### src/hdl/bhf_pkg.sv
// ----------------------------------------------------------------------------
// bhf_pkg: shared types and constants for the biquad high-pass filter
// Holds the item structs, coefficient set, sequencer steps, the 64-bit
// saturating add and the coefficient magnitude helper used by the datapath.
// ----------------------------------------------------------------------------
package bhf_pkg;

    // Default build values.
    localparam int DEF_COEF_FRAC_BITS = 30;
    localparam int DEF_STATE_WIDTH    = 48;

    // Fixed widths.
    localparam int COEF_W      = 32;
    localparam int SAMPLE_W    = 16;
    localparam int ACC_W       = 64;
    localparam int PROD_W      = 64;
    localparam int CFG_INDEX_W = 3;

    typedef logic [CFG_INDEX_W-1:0] cfg_index_t;
    typedef logic signed [COEF_W-1:0] coef_t;
    typedef logic signed [ACC_W-1:0] acc_t;

    // Register indexes on the configuration port.
    localparam cfg_index_t REG_COEF_B0 = 3'd0;
    localparam cfg_index_t REG_COEF_B1 = 3'd1;
    localparam cfg_index_t REG_COEF_B2 = 3'd2;
    localparam cfg_index_t REG_COEF_A1 = 3'd3;
    localparam cfg_index_t REG_COEF_A2 = 3'd4;

    // Coefficient values after reset (90 Hz Butterworth high-pass, Q2.30).
    localparam coef_t RST_COEF_B0 = 32'sd1047239728;
    localparam coef_t RST_COEF_B1 = -32'sd2094480530;
    localparam coef_t RST_COEF_B2 = 32'sd1047239728;
    localparam coef_t RST_COEF_A1 = -32'sd2093826622;
    localparam coef_t RST_COEF_A2 = 32'sd1021392615;

    typedef struct packed {
        coef_t b0;
        coef_t b1;
        coef_t b2;
        coef_t a1;
        coef_t a2;
    } coef_set_t;

    typedef struct packed {
        logic signed [SAMPLE_W-1:0] sample_in;
        logic                       clear_first;
    } in_item_t;

    typedef struct packed {
        logic signed [SAMPLE_W-1:0] sample_out;
        logic                       clipped;
    } out_item_t;

    // Sequencer steps of the work on an item, in order.
    typedef enum logic [3:0] {
        ST_IDLE,
        ST_B0,
        ST_Y,
        ST_N1_B,
        ST_N1_ALO,
        ST_N1_AHI,
        ST_N1_D,
        ST_N2_B,
        ST_N2_ALO,
        ST_N2_AHI,
        ST_PUSH
    } step_t;

    typedef struct packed {
        step_t step;
        logic  load;
        logic  push;
    } seq_ctrl_t;

    // Signed 64-bit add that saturates instead of wrapping.
    function automatic acc_t sat_add(acc_t a, acc_t b);
        logic signed [ACC_W:0] s;
        s = (ACC_W+1)'(a) + (ACC_W+1)'(b);
        if (s[ACC_W] != s[ACC_W-1])
        begin
            return s[ACC_W] ? {1'b1, {(ACC_W-1){1'b0}}} : {1'b0, {(ACC_W-1){1'b1}}};
        end
        return s[ACC_W-1:0];
    endfunction

    // Magnitude of a coefficient; the most negative value maps to 2^31.
    function automatic logic [COEF_W-1:0] coef_mag(coef_t c);
        return c[COEF_W-1] ? COEF_W'(~c + 1'b1) : COEF_W'(c);
    endfunction

endpackage

### src/hdl/bhf_mult.sv
// ----------------------------------------------------------------------------
// bhf_mult: shared unsigned multiplier
// One 32 x 32 unsigned multiply per enabled cycle, product registered. The
// product holds while the unit is not enabled.
// ----------------------------------------------------------------------------
module bhf_mult
    import bhf_pkg::*;
(
    input  logic              clk,
    input  logic              en,
    input  logic [COEF_W-1:0] op_a,
    input  logic [COEF_W-1:0] op_b,
    output logic [PROD_W-1:0] prod
);

    logic [PROD_W-1:0] prod_reg;
    logic [PROD_W-1:0] prod_next;

    // Full-width product of the two magnitudes.
    assign prod_next = PROD_W'(op_a) * PROD_W'(op_b);

    // Product register, loaded only when a multiply is issued.
    always_ff @(posedge clk)
    begin
        if (en)
        begin
            prod_reg <= prod_next;
        end
    end

    assign prod = prod_reg;

endmodule

### src/hdl/bhf_seq.sv
// ----------------------------------------------------------------------------
// bhf_seq: step sequencer
// Walks one item through the multiply and accumulate steps and waits for
// room in the output register before returning to idle.
// ----------------------------------------------------------------------------
module bhf_seq
    import bhf_pkg::*;
(
    input  logic      clk,
    input  logic      rst_n,
    input  logic      in_valid,
    input  logic      out_free,
    output logic      in_ready,
    output seq_ctrl_t ctrl
);

    step_t state_reg;
    step_t state_next;

    // State register.
    always_ff @(posedge clk or negedge rst_n)
    begin
        if (!rst_n)
        begin
            state_reg <= ST_IDLE;
        end
        else
        begin
            state_reg <= state_next;
        end
    end

    // Next state and step outputs.
    always_comb
    begin
        state_next = state_reg;
        in_ready   = 1'b0;
        ctrl.step  = state_reg;
        ctrl.load  = 1'b0;
        ctrl.push  = 1'b0;
        case (state_reg)
            ST_IDLE:
            begin
                in_ready  = 1'b1;
                ctrl.load = in_valid;
                if (in_valid)
                begin
                    state_next = ST_B0;
                end
            end
            ST_B0:     state_next = ST_Y;
            ST_Y:      state_next = ST_N1_B;
            ST_N1_B:   state_next = ST_N1_ALO;
            ST_N1_ALO: state_next = ST_N1_AHI;
            ST_N1_AHI: state_next = ST_N1_D;
            ST_N1_D:   state_next = ST_N2_B;
            ST_N2_B:   state_next = ST_N2_ALO;
            ST_N2_ALO: state_next = ST_N2_AHI;
            ST_N2_AHI: state_next = ST_PUSH;
            ST_PUSH:
            begin
                ctrl.push = out_free;
                if (out_free)
                begin
                    state_next = ST_IDLE;
                end
            end
            default:   state_next = ST_IDLE;
        endcase
    end

endmodule

### src/hdl/bhf_datapath.sv
// ----------------------------------------------------------------------------
// bhf_datapath: biquad arithmetic around the shared multiplier
// Holds the sample, y, the accumulator and both delay states. The steps use
// multiplier products issued by earlier steps and issue the next multiply.
// ----------------------------------------------------------------------------
module bhf_datapath
    import bhf_pkg::*;
#(
    parameter int COEF_FRAC_BITS = DEF_COEF_FRAC_BITS,
    parameter int STATE_WIDTH    = DEF_STATE_WIDTH
)
(
    input  logic      clk,
    input  logic      rst_n,
    input  seq_ctrl_t ctrl,
    input  in_item_t  in_data,
    input  coef_set_t coefs,
    output out_item_t result
);

    localparam int                HI_SHIFT = COEF_W - COEF_FRAC_BITS;
    localparam logic [PROD_W-1:0] HALF     = PROD_W'(1) << (COEF_FRAC_BITS - 1);
    localparam logic [PROD_W-1:0] LIM      = {1'b0, {(PROD_W-1){1'b1}}};
    localparam logic [PROD_W-1:0] HI_LIMIT = LIM >> HI_SHIFT;
    localparam logic [SAMPLE_W-1:0] POS_MAX = {1'b0, {(SAMPLE_W-1){1'b1}}};
    localparam logic [SAMPLE_W-1:0] NEG_MIN = {1'b1, {(SAMPLE_W-1){1'b0}}};

    // Saturate a 64-bit value to the signed delay state range.
    function automatic logic signed [STATE_WIDTH-1:0] clamp_state(acc_t v);
        logic [ACC_W-STATE_WIDTH:0] top;
        top = v[ACC_W-1:STATE_WIDTH-1];
        if ((&top) || !(|top))
        begin
            return v[STATE_WIDTH-1:0];
        end
        return v[ACC_W-1] ? {1'b1, {(STATE_WIDTH-1){1'b0}}}
                          : {1'b0, {(STATE_WIDTH-1){1'b1}}};
    endfunction

    logic signed [SAMPLE_W-1:0]    x_reg;
    logic signed [STATE_WIDTH-1:0] y_reg;
    logic [ACC_W-1:0]              ymag_reg;
    acc_t                          acc_reg;
    logic [PROD_W-1:0]             lo_reg;
    logic signed [STATE_WIDTH-1:0] d1_reg;
    logic signed [STATE_WIDTH-1:0] d2_reg;
    out_item_t                     res_reg;

    logic signed [STATE_WIDTH-1:0] y_next;
    logic [ACC_W-1:0]              ymag_next;
    logic [PROD_W-1:0]             lo_next;
    logic signed [STATE_WIDTH-1:0] d1_next;
    logic signed [STATE_WIDTH-1:0] d2_next;
    out_item_t                     res_next;

    logic [SAMPLE_W-1:0] xmag;
    logic                mul_en;
    logic [COEF_W-1:0]   mul_a;
    logic [COEF_W-1:0]   mul_b;
    logic [PROD_W-1:0]   prod;

    coef_t             b_coef;
    coef_t             a_coef;
    acc_t              prod_sgn;
    acc_t              b_term;
    logic [PROD_W-1:0] hi_shifted;
    logic [PROD_W:0]   mag_sum;
    logic [PROD_W-1:0] a_mag;
    acc_t              a_sub;
    acc_t              a_acc;
    acc_t              y_sum;
    acc_t              n1_sum;
    acc_t              y_ext;
    logic [ACC_W-1:0]  y_round;
    logic              y_neg;

    assign xmag  = x_reg[SAMPLE_W-1] ? SAMPLE_W'(-x_reg) : SAMPLE_W'(x_reg);
    assign y_neg = y_reg[STATE_WIDTH-1];

    // Multiplier operand selection: each issuing step sets up the multiply that
    // a later step consumes.
    always_comb
    begin
        mul_en = 1'b0;
        mul_a  = '0;
        mul_b  = '0;
        case (ctrl.step)
            ST_B0:
            begin
                mul_en = 1'b1;
                mul_a  = coef_mag(coefs.b0);
                mul_b  = COEF_W'(xmag);
            end
            ST_Y:
            begin
                mul_en = 1'b1;
                mul_a  = coef_mag(coefs.b1);
                mul_b  = COEF_W'(xmag);
            end
            ST_N1_B:
            begin
                mul_en = 1'b1;
                mul_a  = coef_mag(coefs.a1);
                mul_b  = ymag_reg[COEF_W-1:0];
            end
            ST_N1_ALO:
            begin
                mul_en = 1'b1;
                mul_a  = coef_mag(coefs.a1);
                mul_b  = ymag_reg[ACC_W-1:COEF_W];
            end
            ST_N1_AHI:
            begin
                mul_en = 1'b1;
                mul_a  = coef_mag(coefs.b2);
                mul_b  = COEF_W'(xmag);
            end
            ST_N2_B:
            begin
                mul_en = 1'b1;
                mul_a  = coef_mag(coefs.a2);
                mul_b  = ymag_reg[COEF_W-1:0];
            end
            ST_N2_ALO:
            begin
                mul_en = 1'b1;
                mul_a  = coef_mag(coefs.a2);
                mul_b  = ymag_reg[ACC_W-1:COEF_W];
            end
            default:
            begin
                mul_en = 1'b0;
            end
        endcase
    end

    bhf_mult u_mult (
        .clk  (clk),
        .en   (mul_en),
        .op_a (mul_a),
        .op_b (mul_b),
        .prod (prod)
    );

    // Coefficients consumed by the current step.
    always_comb
    begin
        case (ctrl.step)
            ST_N1_B: b_coef = coefs.b1;
            ST_N2_B: b_coef = coefs.b2;
            default: b_coef = coefs.b0;
        endcase
        case (ctrl.step)
            ST_N2_AHI: a_coef = coefs.a2;
            default:   a_coef = coefs.a1;
        endcase
    end

    // Exact coefficient times sample, signed.
    assign prod_sgn = acc_t'(prod);
    assign b_term   = (b_coef[COEF_W-1] ^ x_reg[SAMPLE_W-1]) ? -prod_sgn : prod_sgn;

    // y = b0*x + delay_one, then its magnitude for the feedback multiplies.
    assign y_sum     = sat_add(b_term, ACC_W'(d1_reg));
    assign y_next    = clamp_state(y_sum);
    assign y_ext     = ACC_W'(y_next);
    assign ymag_next = y_next[STATE_WIDTH-1] ? ACC_W'(~y_ext + 1'b1) : ACC_W'(y_ext);

    // Feedback product rounding: low half plus a half LSB, then the high half
    // shifted into place, with the magnitude capped at 2^63-1.
    assign lo_next    = (prod + HALF) >> COEF_FRAC_BITS;
    assign hi_shifted = prod << HI_SHIFT;
    assign mag_sum    = (PROD_W+1)'(hi_shifted) + (PROD_W+1)'(lo_reg);
    assign a_mag      = ((prod > HI_LIMIT) || (mag_sum > (PROD_W+1)'(LIM)))
                        ? LIM : mag_sum[PROD_W-1:0];

    // The rounded a*y is subtracted from the accumulator.
    assign a_sub = (a_coef[COEF_W-1] ^ y_neg) ? acc_t'(a_mag) : -acc_t'(a_mag);
    assign a_acc = sat_add(acc_reg, a_sub);

    // New delay states.
    assign n1_sum  = sat_add(acc_reg, ACC_W'(d2_reg));
    assign d1_next = clamp_state(n1_sum);
    assign d2_next = clamp_state(a_acc);

    // Output sample: y rounded half away from zero, then saturated.
    assign y_round = (ymag_reg + HALF) >> COEF_FRAC_BITS;
    always_comb
    begin
        if (!y_neg && (y_round > ACC_W'(POS_MAX)))
        begin
            res_next.sample_out = POS_MAX;
            res_next.clipped    = 1'b1;
        end
        else if (y_neg && (y_round > ACC_W'(NEG_MIN)))
        begin
            res_next.sample_out = NEG_MIN;
            res_next.clipped    = 1'b1;
        end
        else
        begin
            res_next.sample_out = y_neg ? -y_round[SAMPLE_W-1:0] : y_round[SAMPLE_W-1:0];
            res_next.clipped    = 1'b0;
        end
    end

    // Delay states: cleared by reset or by the item's clear bit.
    always_ff @(posedge clk or negedge rst_n)
    begin
        if (!rst_n)
        begin
            d1_reg <= '0;
            d2_reg <= '0;
        end
        else if (ctrl.load && in_data.clear_first)
        begin
            d1_reg <= '0;
            d2_reg <= '0;
        end
        else if (ctrl.step == ST_N1_D)
        begin
            d1_reg <= d1_next;
        end
        else if (ctrl.step == ST_N2_AHI)
        begin
            d2_reg <= d2_next;
        end
    end

    // Working registers for the item in flight.
    always_ff @(posedge clk)
    begin
        if (ctrl.load)
        begin
            x_reg <= in_data.sample_in;
        end
        case (ctrl.step)
            ST_Y:
            begin
                y_reg    <= y_next;
                ymag_reg <= ymag_next;
            end
            ST_N1_B, ST_N2_B:
            begin
                acc_reg <= b_term;
            end
            ST_N1_ALO, ST_N2_ALO:
            begin
                lo_reg <= lo_next;
            end
            ST_N1_AHI:
            begin
                acc_reg <= a_acc;
            end
            ST_N1_D:
            begin
                res_reg <= res_next;
            end
            default:
            begin
            end
        endcase
    end

    assign result = res_reg;

endmodule

### src/hdl/biquad_highpass_filter.sv
// ----------------------------------------------------------------------------
// biquad_highpass_filter: second-order IIR, transposed direct form II
// Coefficient registers, output register and the sequencer and datapath.
// ----------------------------------------------------------------------------
// Each accepted item is one signed 16-bit sample and yields one filtered
// sample, rounded half away from zero and saturated, with a flag when it
// clipped. A new item is taken only once the last one is pushed out: one
// 32 x 32 multiplier is used seven times per sample (b0*x, b1*x, b2*x, and
// a1*y and a2*y split into two 32-bit halves of y), with the accumulations
// interleaved. The finished result sits in an output register, so the next
// item is taken while it waits; the block stalls only when a second result is
// done before the first is taken. Coefficients go through the plain write
// port and reset to a 90 Hz Butterworth high-pass for 16 kHz audio; the user
// must write them only while the block is idle; the block does not enforce it.
module biquad_highpass_filter
    import bhf_pkg::*;
#(
    parameter int COEF_FRAC_BITS = DEF_COEF_FRAC_BITS,
    parameter int STATE_WIDTH    = DEF_STATE_WIDTH
)
(
    input  logic              clk,
    input  logic              rst_n,
    input  logic              in_valid,
    output logic              in_ready,
    input  in_item_t          in_data,
    output logic              out_valid,
    input  logic              out_ready,
    output out_item_t         out_data,
    input  logic              cfg_wen,
    input  cfg_index_t        cfg_index,
    input  logic [COEF_W-1:0] cfg_data
);

    coef_set_t coefs_reg;
    logic      out_valid_reg;
    out_item_t out_data_reg;
    seq_ctrl_t ctrl;
    out_item_t result;
    logic      out_free;

    // Coefficient registers.
    always_ff @(posedge clk or negedge rst_n)
    begin
        if (!rst_n)
        begin
            coefs_reg.b0 <= RST_COEF_B0;
            coefs_reg.b1 <= RST_COEF_B1;
            coefs_reg.b2 <= RST_COEF_B2;
            coefs_reg.a1 <= RST_COEF_A1;
            coefs_reg.a2 <= RST_COEF_A2;
        end
        else if (cfg_wen)
        begin
            case (cfg_index)
                REG_COEF_B0: coefs_reg.b0 <= coef_t'(cfg_data);
                REG_COEF_B1: coefs_reg.b1 <= coef_t'(cfg_data);
                REG_COEF_B2: coefs_reg.b2 <= coef_t'(cfg_data);
                REG_COEF_A1: coefs_reg.a1 <= coef_t'(cfg_data);
                REG_COEF_A2: coefs_reg.a2 <= coef_t'(cfg_data);
                default:
                begin
                end
            endcase
        end
    end

    assign out_free = !out_valid_reg || out_ready;

    bhf_seq u_seq (
        .clk      (clk),
        .rst_n    (rst_n),
        .in_valid (in_valid),
        .out_free (out_free),
        .in_ready (in_ready),
        .ctrl     (ctrl)
    );

    bhf_datapath #(
        .COEF_FRAC_BITS (COEF_FRAC_BITS),
        .STATE_WIDTH    (STATE_WIDTH)
    ) u_datapath (
        .clk     (clk),
        .rst_n   (rst_n),
        .ctrl    (ctrl),
        .in_data (in_data),
        .coefs   (coefs_reg),
        .result  (result)
    );

    // Output item valid flag.
    always_ff @(posedge clk or negedge rst_n)
    begin
        if (!rst_n)
        begin
            out_valid_reg <= 1'b0;
        end
        else if (ctrl.push)
        begin
            out_valid_reg <= 1'b1;
        end
        else if (out_ready)
        begin
            out_valid_reg <= 1'b0;
        end
    end

    // Output item payload.
    always_ff @(posedge clk)
    begin
        if (ctrl.push)
        begin
            out_data_reg <= result;
        end
    end

    assign out_valid = out_valid_reg;
    assign out_data  = out_data_reg;

endmodule

### config.mk
export PLATFORM = sky130hd
export DESIGN_NAME = biquad_highpass_filter
export DESIGN_NICKNAME = d
export VERILOG_FILES = /design/src/hdl/bhf_pkg.sv /design/src/hdl/bhf_mult.sv /design/src/hdl/bhf_seq.sv /design/src/hdl/bhf_datapath.sv /design/src/hdl/biquad_highpass_filter.sv
export SDC_FILE = /design/constraint.sdc
export NUM_CORES = 2
export LEC_CHECK = 0
export BUFFER_PORTS_ARGS = -buffer_cell sky130_fd_sc_hd__buf_2
export CAP_MARGIN = 20
export CORE_MARGIN = 4
export CORE_UTILIZATION = 68
export CTS_BUF_LIST = sky130_fd_sc_hd__clkbuf_8
export DETAILED_ROUTE_END_ITERATION = 10
export PLACE_DENSITY = 0.85
export RECOVER_POWER = 100
export SYNTH_ARGS = -nofsm -noshare
export SYNTH_HDL_FRONTEND = slang
export SYNTH_SLANG_ARGS = --single-unit
### constraint.sdc
create_clock -name clk -period 14.7 [get_ports clk]
set_input_delay 0.735 -clock clk [delete_from_list [all_inputs] [get_ports clk]]
set_output_delay 0.735 -clock clk [all_outputs]
set_load 0.005 [all_outputs]
==> results.py <==
metrics = {
    "run_status": {
        "status": "finished, violations left",
        "violations": "max-capacitance violations, max-slew violations",
    },
    "drt": {
        "drt.antenna.violating_nets": 0,
        "drt_iter0_markers": 9109,
        "wl_mm": 295.0,
        "dr_total_vias": 73580,
        "viasPerCell": 6.870,
        "wl_per_cell_um": 27.54,
        "drc": 0,
        "dr.pass1.iters": 9,
    },
    "worst_setup_path": {
        "cp_data_arrival_time_ns": 14.32,
        "critPathMaxStageDelay_ns": 0.91,
        "cp-end-kind": "flip-flop",
        "crit_top_cell": "nor4_1",
        "required_ns": 15.31,
        "cp-start-kind": "flip-flop",
        "worstSetupPathType": "reg -> reg",
        "crit_fanout": 62,
        "cp_slowest_cell": "nor4_1",
    },
    "synthesis": {
        "synthAdderAreaFrac": 0.3070,
        "synthXorXnorAreaFrac": 0.06521,
        "synth-edff-count": 277,
        "syn_area_per_cell_um2": 8.570,
        "yosysSeqAreaShare": 0.1883,
        "netlist_area_um2": 79380,
        "synth_seq_cells": 538,
        "async_flop_share": 0.4851,
        "synthMuxAreaShare": 0.02873,
        "synth_compound_area_frac": 0.1608,
        "syn_inst": 9263,
        "synth_top_family_by_area": "adder cells",
        "synth_cell_type_count": 116,
        "ys_warn_count": 0,
        "synth-simple-area-share": 0.1695,
        "synthFlopType": "edfxtp_1",
    },
    "global_routing": {
        "grt_max_degree": 99,
        "antenna_found_initial": 13,
        "grt_pass1_vias": 73970,
        "grt_first_pass_wirelength_mm": 443.4,
        "grt-ovfl-total": 0,
        "grt.total_usage": 0.4787,
    },
    "timing": {
        "setup_violations": 0,
        "setup_tns_ns": 0,
        "finalHoldViolCount": 0,
        "rsz0062_at_grt": "false",
        "worst_pin_slew_ns": 6.348,
        "max_freq_mhz": 72.97,
        "fin_crit_ns": 13.71,
        "hold_ws_ns": 0.08506,
        "final_max_slew_viol_count": 820,
        "fin_ws_ns": 0.9949,
        "relSlewSlack": -3.232,
        "fin_skew_ns": 0.07452,
        "finalCritPeriodShare": 0.9323,
    },
    "cts": {
        "worst_skew_pair.late_latency_ns": 0.86,
        "post_cts_buffers": 0,
        "clk_pin_slew_worst_paths_ns": 0.06,
        "h-tree-depth": 3,
        "cts-resized-gates": 0,
        "cts_buffers": 96,
        "cts_buffer_depth": 3,
        "cts-root-buf": "clkbuf_8",
        "cts_num_sinks": 538,
        "cts_tree": "done",
    },
    "floorplanning": {
        "io_pins": 76,
        "die_area_um2": 122300,
        "die-height_um": 349.7,
        "rows": 125,
        "chipWidth_um": 349.7,
        "start_util": 0.6840,
        "coreArea_um2": 116000,
    },
    "finish": {
        "final_cell_mix": "nand2_1 (1255), inv_1 (1187), fa_1 (900)",
        "nets": 10560,
        "largest_register_ffs": 160,
        "stdcell_count": 10710,
        "drive_gt1_frac": 0.07794,
        "fillCellCount": 8526,
        "final_common_cell": "nand2_1",
        "syn2layout_area_growth_pct": 4.681,
    },
    "job": {
        "maxCapViolCount": 18,
    },
    "place": {
        "dp_hpwl_mm": 223.6,
        "pre_cts_slack_ns": 1.829,
        "io_buffers": 75,
        "dp.cells": 10510,
        "place_congestion": 1.055,
    },
    "hold_path": {
        "hp-class": "in -> reg",
    },
}
[worst max-delay path, delay by kind of cell (launching register included)]
kind	cells	cell delay, ns
compound gates	10	2.63
xor+xnor	2	0.74
buf+inv	2	0.53
flops	1	0.46
simple gates	19	7.37
mux	2	0.55
fa+ha+maj	3	1.20
[timing repair]
| item | 4_1_cts | 5_1_grt |
|---|---|---|
| hold buffers | 1 | 0 |
| endpoints found under the setup margin | 0 | 0 |
| hold endpoints to repair | 74 | 0 |
[layout make-up]
class / count / area [um2] / area share
clock buffers: 115 / 1583 / 0.01905
clock inverters: 66 / 500.5 / 0.006023
well taps: 1524 / 1907 / 0.02295
inverters: 1162 / 4362 / 0.05249
flip-flops and latches: 538 / 14950 / 0.1799
multi-input cells: 7068 / 58380 / 0.7026
diodes: 12 / 30.03 / 0.0003614
repair buffers: 225 / 1386 / 0.01668
[stage by stage]
stage	area [um2]	utilization
final	83100	0.7161
after global routing	83080	0.7159
after CTS	83240	0.7173
after detailed placement	81150	0.6993
after global placement	81140	0.6992
after floorplan	79440	-
[worst paths after layout]
check	start	slack (ns)	to	cells past startpoint
worst max-delay path	u_datapath.u_mult.prod[15]	0.99	u_datapath.ymag_reg[46]	38
worst min-delay path	in_data[12]	0.09	u_datapath.x_reg[11]	1
worst max register to register	u_datapath.u_mult.prod[15]	0.99	u_datapath.ymag_reg[46]	38
worst min register to register	u_datapath.result[14]	0.42	out_data[14]	0
max in group asynchronous	rst_n	5.02	coefs_reg[77]	5
min in group asynchronous	rst_n	2.83	u_datapath.d1_reg[45]	2
[synthesized netlist by cell type (all sizes together), types with 63 or more instances]
cell	count	area (um2)
dfstp	79	2076
nand2	1266	4777
mux2	175	1971
or3	80	500.5
buf	70	366.6
nand4	110	688.2
edfxtp	277	8318
a21o	168	1261
xnor2	316	2768
xor2	275	2409
nor2	632	2380
fa	900	18020
dfrtp	182	4554
a21oi	488	2457
and2	109	681.9
inv	1160	4354
a22o	63	551.8
nand3	131	655.6
nor3	140	710.7
o21ai	482	2431
clkbuf	440	1654
o31ai	93	716.9
nor2b	93	581.8
ha	508	6356
[metal layers]
layer | part of all wire | GRT usage | vias up
li1 | - | - | 30930
met1 | 0.34 | 0.5660 | 35420
met2 | 0.44 | 0.7388 | 5436
met3 | 0.12 | 0.1256 | 1792
met4 | 0.11 | 0.3917 | 4
met5 | 0.00020 | 0 | -
[logic make-up (layout without fill, tap and decap cells)]
family | Yosys count | count (layout)
multiplexers | 206 | 206
other | 1 | 28
XOR/XNOR | 591 | 591
AND/OR/NAND/NOR | 2904 | 2904
adder cells (fa/ha/maj) | 1408 | 1408
flip-flops | 538 | 538
buffers and inverters | 1672 | 1568
AO/OA/AOI/OAI | 1943 | 1943
Power is left out: the tool's default activity adds up to more than one toggle a clock period on the data nets, which glitch-free logic cannot reach.
